File: src/design/plfm_pkg.sv
// ----------------------------------------------------------------------------
// plfm_pkg
// Types and constants shared by the price level matcher modules.
// ----------------------------------------------------------------------------
package plfm_pkg;

    localparam int ID_W    = 63;
    localparam int W32     = 32;
    localparam int VOL_W   = 37;
    localparam int LVL_W   = 38;
    localparam int CNT_OUT = 6;

    localparam logic [LVL_W-1:0] LEVEL_MAX = {LVL_W{1'b1}};
    localparam logic [VOL_W-1:0] VOL_MAX   = {VOL_W{1'b1}};

    typedef enum logic [1:0] {
        CMD_PUT    = 2'd0,
        CMD_REMOVE = 2'd1,
        CMD_MATCH  = 2'd2,
        CMD_REDUCE = 2'd3
    } cmd_t;

    typedef enum logic [2:0] {
        KIND_PUT_OK   = 3'd0,
        KIND_PUT_REJ  = 3'd1,
        KIND_REMOVED  = 3'd2,
        KIND_REM_NF   = 3'd3,
        KIND_TRADE    = 3'd4,
        KIND_SUMMARY  = 3'd5,
        KIND_REDUCED  = 3'd6
    } kind_t;

    typedef struct packed {
        cmd_t              command;
        logic [ID_W-1:0]   order_id;
        logic [W32-1:0]    owner_id;
        logic [W32-1:0]    order_size;
        logic [W32-1:0]    already_filled;
        logic              is_ask;
        logic [W32-1:0]    maker_reserve_price;
        logic [VOL_W-1:0]  volume;
        logic [W32-1:0]    taker_reserve_price;
    } req_t;

    typedef struct packed {
        kind_t              kind;
        logic [ID_W-1:0]    order_id_res;
        logic [VOL_W-1:0]   trade_volume;
        logic               full_match;
        logic               taker_completed;
        logic [W32-1:0]     bidder_hold_price;
        logic [VOL_W-1:0]   open_volume;
        logic [CNT_OUT-1:0] order_count;
        logic               last;
    } res_t;

    typedef struct packed {
        logic [ID_W-1:0] id;
        logic [W32-1:0]  owner;
        logic [W32-1:0]  size;
        logic [W32-1:0]  filled;
        logic            side;
        logic [W32-1:0]  price;
    } entry_t;

    typedef enum logic [3:0] {
        OP_NONE,
        OP_LOAD,
        OP_SCAN_INIT,
        OP_SCAN_NEXT,
        OP_PUT_WR,
        OP_REM_INIT,
        OP_REM_NEXT,
        OP_REM_UNLINK,
        OP_M1_INIT,
        OP_M1_STEP,
        OP_M2_INIT,
        OP_M2_STEP,
        OP_REDUCE
    } dp_op_t;

    typedef struct packed {
        dp_op_t op;
        logic   emit;
        kind_t  kind;
        logic   last;
    } ctl_t;

    typedef struct packed {
        cmd_t cmd;
        logic put_bad;
        logic scan_last;
        logic dup_hit;
        logic rem_more;
        logic match_more;
        logic hit;
        logic owner_ok;
    } sts_t;

    function automatic logic [VOL_W-1:0] cap_vol(input logic [LVL_W-1:0] v);
        cap_vol = (v > LVL_W'(VOL_MAX)) ? VOL_MAX : v[VOL_W-1:0];
    endfunction

endpackage

File: src/design/plfm_ctrl.sv
// ----------------------------------------------------------------------------
// plfm_ctrl
// Sequencer for put scans, remove walks, the two match passes and reduces.
// ----------------------------------------------------------------------------
module plfm_ctrl
    import plfm_pkg::*;
(
    input  logic clk,
    input  logic rst_n,
    input  logic start,
    output logic busy,
    input  sts_t sts,
    output ctl_t ctl
);

    typedef enum logic [3:0] {
        S_IDLE,
        S_DISP,
        S_SCAN_RD,
        S_SCAN_EV,
        S_REM_RD,
        S_REM_EV,
        S_M1_RD,
        S_M1_EV,
        S_M2_RD,
        S_M2_EV,
        S_RESP
    } state_t;

    state_t state_reg, state_next;
    kind_t  kind_reg, kind_next;

    always_ff @(posedge clk or negedge rst_n)
    begin
        if (!rst_n)
        begin
            state_reg <= S_IDLE;
            kind_reg  <= KIND_PUT_OK;
        end
        else
        begin
            state_reg <= state_next;
            kind_reg  <= kind_next;
        end
    end

    assign busy = (state_reg != S_IDLE);

    always_comb
    begin
        state_next = state_reg;
        kind_next  = kind_reg;
        ctl.op     = OP_NONE;
        ctl.emit   = 1'b0;
        ctl.kind   = kind_reg;
        ctl.last   = 1'b0;
        unique case (state_reg)
            S_IDLE:
            begin
                if (start)
                begin
                    ctl.op     = OP_LOAD;
                    state_next = S_DISP;
                end
            end
            S_DISP:
            begin
                unique case (sts.cmd)
                    CMD_PUT:
                    begin
                        if (sts.put_bad)
                        begin
                            ctl.emit   = 1'b1;
                            ctl.kind   = KIND_PUT_REJ;
                            ctl.last   = 1'b1;
                            state_next = S_IDLE;
                        end
                        else
                        begin
                            ctl.op     = OP_SCAN_INIT;
                            state_next = S_SCAN_RD;
                        end
                    end
                    CMD_REMOVE:
                    begin
                        ctl.op     = OP_REM_INIT;
                        state_next = S_REM_RD;
                    end
                    CMD_MATCH:
                    begin
                        ctl.op     = OP_M1_INIT;
                        state_next = S_M1_RD;
                    end
                    CMD_REDUCE:
                    begin
                        ctl.op     = OP_REDUCE;
                        kind_next  = KIND_REDUCED;
                        state_next = S_RESP;
                    end
                endcase
            end
            S_SCAN_RD:
                state_next = S_SCAN_EV;
            S_SCAN_EV:
            begin
                priority if (sts.dup_hit)
                begin
                    ctl.emit   = 1'b1;
                    ctl.kind   = KIND_PUT_REJ;
                    ctl.last   = 1'b1;
                    state_next = S_IDLE;
                end
                else if (sts.scan_last)
                begin
                    ctl.op     = OP_PUT_WR;
                    kind_next  = KIND_PUT_OK;
                    state_next = S_RESP;
                end
                else
                begin
                    ctl.op     = OP_SCAN_NEXT;
                    state_next = S_SCAN_RD;
                end
            end
            S_REM_RD:
            begin
                if (sts.rem_more)
                begin
                    state_next = S_REM_EV;
                end
                else
                begin
                    ctl.emit   = 1'b1;
                    ctl.kind   = KIND_REM_NF;
                    ctl.last   = 1'b1;
                    state_next = S_IDLE;
                end
            end
            S_REM_EV:
            begin
                priority if (sts.hit && sts.owner_ok)
                begin
                    ctl.op     = OP_REM_UNLINK;
                    kind_next  = KIND_REMOVED;
                    state_next = S_RESP;
                end
                else if (sts.hit)
                begin
                    ctl.emit   = 1'b1;
                    ctl.kind   = KIND_REM_NF;
                    ctl.last   = 1'b1;
                    state_next = S_IDLE;
                end
                else
                begin
                    ctl.op     = OP_REM_NEXT;
                    state_next = S_REM_RD;
                end
            end
            S_M1_RD:
            begin
                if (sts.match_more)
                begin
                    state_next = S_M1_EV;
                end
                else
                begin
                    ctl.op     = OP_M2_INIT;
                    state_next = S_M2_RD;
                end
            end
            S_M1_EV:
            begin
                ctl.op     = OP_M1_STEP;
                state_next = S_M1_RD;
            end
            S_M2_RD:
            begin
                if (sts.match_more)
                begin
                    state_next = S_M2_EV;
                end
                else
                begin
                    ctl.emit   = 1'b1;
                    ctl.kind   = KIND_SUMMARY;
                    ctl.last   = 1'b1;
                    state_next = S_IDLE;
                end
            end
            S_M2_EV:
            begin
                ctl.op     = OP_M2_STEP;
                ctl.emit   = 1'b1;
                ctl.kind   = KIND_TRADE;
                state_next = S_M2_RD;
            end
            S_RESP:
            begin
                ctl.emit   = 1'b1;
                ctl.kind   = kind_reg;
                ctl.last   = 1'b1;
                state_next = S_IDLE;
            end
            default:
                state_next = S_IDLE;
        endcase
    end

endmodule

File: config.mk
export PLATFORM = sky130hd
export DESIGN_NAME = plfm_ctrl
export DESIGN_NICKNAME = d
export VERILOG_FILES = /design/src/design/plfm_pkg.sv /design/src/design/plfm_ctrl.sv
export SDC_FILE = /design/constraint.sdc
export NUM_CORES = 1
export LEC_CHECK = 0
export BUFFER_PORTS_ARGS = -buffer_cell sky130_fd_sc_hd__buf_2
export CORE_MARGIN = 1.5
export CORE_UTILIZATION = 57
export CTS_CLUSTER_DIAMETER = 40
export DETAILED_ROUTE_END_ITERATION = 10
export PLACE_DENSITY = 0.84
export SETUP_SLACK_MARGIN = 0.4
export SYNTH_ARGS = -nofsm -noshare
export SYNTH_HDL_FRONTEND = slang
export SYNTH_SLANG_ARGS = --single-unit
File: constraint.sdc
create_clock -name clk -period 3 [get_ports clk]
set_input_delay 0.6 -clock clk [delete_from_list [all_inputs] [get_ports clk]]
set_output_delay 0.6 -clock clk [all_outputs]
set_load 0.02 [all_outputs]
==> summary.md <==
| Metric | Value |
|---|---|
| Status | `finished, final reports clean` |
| Post-Syn Area per Cell | `8.299 µm²` |
| Syn Inst Count | `109` |
| H-tree depth | `1` |
| Fin crit share | `82.70%` |
| RSZ-0062 raised after global routing | `false` |
| Initial Util | `between 60% and 70%` |
| Ys Warns | `0` |
| Clock Sinks | `6` |
| Antenna cells | `0` |
| Antenna viol nets, final | `0` |
| Kind of end point of the critical path | `primary output` |
| Fmax | `slightly above 400 MHz` |
| Share of post-route cells with drive strength above 1 | `between 30% and 40%` |
| Most frequent cells in the layout | `buf_2, nor2_1, nand2_1` |
| Reg2reg start | `state_reg[3]$_DFFE_PN0P_` |
| Final Max Slew Viols | `0` |
| Endpoints failing setup | `0` |
| GP Congestion | `a little under 0.9` |
| Worst min path class | `input port to async pin` |
| Max VDD drop | `0.4598 mV` |
| Final HPWL DP | `1708 µm` |
| R2R Setup Slk | `1.39 ns` |
| Async SR Flop Fraction | `100.0%` |
| Die height | `42.84 µm` |
| Final hold vios | `0` |
| Synth cell types | `46` |
| Register bit count reported by yosys | `6` |
| DRC viols | `0` |
| Post-synth EDFFs | `0` |
| FF+latch area | `roughly 160 µm²` |
| Num CTS Buffers | `3` |
| CP startpoint | `state_reg[3]$_DFFE_PN0P_` |
| Static Leak | `0.4512 nW` |
| Syn Std Cell Area | `904.6 µm²` |
| Total wire length | `2254 µm` |
| Crit Path Class | `flop to primary output` |
| Core area | `around 1500 µm²` |
| CP arrival | `1.88 ns` |
| Worst Path Required | `2.40 ns` |
| Synth Net Count | `127` |
| Layout Skew | `0.0009534 ns` |
| I/O pin count | `22` |
| Clk slew on worst S/H paths | `0.05 ns` |
| Worst skew pair latency | `0.24 ns` |
| Most common cell after layout, fill and taps aside | `buf_2` |
| First-pass GRT wire length | `3732 µm` |
| Initial antenna violation count | `0` |
| # fillers | `around 120` |
| Die width | `42.84 µm` |
| Post-DR wirelength/cell | `between 15 and 20 µm` |
| Flip-flop count of the largest register after layout | `4` |
| Die Area | `1835 µm²` |
| Crit path launch type | `flop` |
| Part of the Yosys area used for sequential elements | `16.60%` |
| WHS | `0.1726 ns` |
| Max-cap violations | `0` |
| Row count | `14` |
| Worst-path fanout max | `18` |
| Slew @ Worst Pin | `0.5819 ns` |
| Root buffer cell | `clkbuf_4` |
| Count of TritonRoute iterations in the first routing pass | `4` |
| CTS max path bufs | `2` |
| Vias in the first global route | `806` |
| DRT iter0 DRCs | `47` |
| Primary FF master, synth | `dfrtp_1` |
| Worst Setup EP | `ctl[1]` |
| Setup TNS | `0 ns` |
| Pin count of the biggest net entering global routing | `25` |
| Vias per cell | `6.350` |
| PD cells | `914.7 nW/µm²` |
| Congestion Overflow GR | `0` |
| Via count | `slightly above 900` |
| GRT Overall Usage | `26.46%` |
| Slew margin rel. | `61.20%` |
| I/O Buffers | `21` |
| Layout area overhead | `10.93%` |
| R2R Path End | `kind_reg[1]$_DFFE_PN0P_` |
| Final #Nets | `roughly 150` |
| Footprint of the multi-input gates | `681.9 µm²` |
| Worst-case reg-to-reg path depth | `3` |
| Fin crit period | `2.481 ns` |
| CTS tree | `built` |
-- report_power, final --
part           switching, W  internal (W)  leakage (nW)   total, W
sequential         0.000120      0.000114        0.0680   0.000234
clock             0.0000292     0.0000453        0.0138  0.0000744
combinational      0.000346      0.000264         0.369   0.000610
-- cell usage after synthesis, types with 2 or more instances --
library cell / instances / area, µm²
o221ai_1: 3 / 26.28
nor2_1: 9 / 33.78
and2b_1: 2 / 15.01
o211ai_1: 2 / 15.01
nand2b_1: 5 / 31.28
buf_4: 2 / 15.01
mux2_4: 2 / 30.03
dfrtp_1: 6 / 150.1
or3_1: 2 / 12.51
ha_1: 6 / 75.07
inv_1: 4 / 15.01
nand2_1: 9 / 33.78
nor3_1: 2 / 10.01
buf_6: 4 / 45.04
o21ai_0: 5 / 25.02
nor2b_1: 3 / 18.77
nand3b_1: 2 / 15.01
a21oi_1: 7 / 35.03
nand3_1: 6 / 30.03
a22o_1: 2 / 17.52
-- worst min-delay path by stage --
stage / from / to / slack, ns / cells after the start
floorplan: rst_n / kind_reg[1]$_DFFE_PN0P_ / 0.30 / 0
global placement: rst_n / kind_reg[1]$_DFFE_PN0P_ / 0.42 / 1
detailed placement: rst_n / state_reg[1]$_DFFE_PN0P_ / 0.43 / 1
CTS: rst_n / kind_reg[1]$_DFFE_PN0P_ / 0.17 / 1
global route: rst_n / kind_reg[1]$_DFFE_PN0P_ / 0.18 / 1
finish: rst_n / kind_reg[1]$_DFFE_PN0P_ / 0.17 / 1
-- cell families after synthesis --
kind of cell	synth area share (%)
DFF	16.60
adders and majority gates	8.299
and+or+nand+nor	30.98
AOI/OAI and AO/OA	28.77
buffers and inverters	8.712
muxes	5.671
xor gates and xnor gates	0.9684
-- layer usage --
layer	wire length, µm	vias to the layer above	GRT usage (%)
li1	-	435	-
met1	908	415	37.47
met2	1131	56	44.55
met3	204	2	3.830
met4	10	0	1.250
met5	0	-	0
-- critical path, stage by stage (launching register included) --
cell       delay, ns
dfrtp_1         0.58
nand2b_1        0.33
a2111oi_4       0.40
nand2b_1        0.16
buf_2           0.16
-- final cells by class --
cell class	count	area share [%]
timing repair buffer	21	10.47
inverter	5	1.870
multi-input combinational	92	67.96
sequential	6	15.46
tap	16	1.995
clock buffer	3	2.244
-- stage by stage --
| stage | cells | area [µm²] | util [%] | total power (W) | worst slack [ns] |
|---|---|---|---|---|---|
| detailed placement | 140 | 969.7 | 65.13 | 0.0008277 | 0.5335 |
| floorplan | 109 | 904.6 | - | 0.0007202 | 0.8286 |
| global route | 143 | 1003 | 67.40 | 0.0009799 | 0.4050 |
| CTS | 143 | 993.5 | 66.72 | 0.0009050 | 0.4295 |
| finish | 143 | 1003 | 67.40 | 0.0009179 | 0.5189 |
| global placement | 140 | 969.7 | 65.13 | 0.0008114 | 0.6122 |
-- what timing repair did --
action                                 CTS  global route
setup endpoints to repair                6             9
gates cloned                             0             0
endpoints found under the hold margin    0             0
hold buffers                             0             0
setup buffers                            0             0
resized for setup                        1             3
Note: power is estimated with default switching activity, not from simulation.
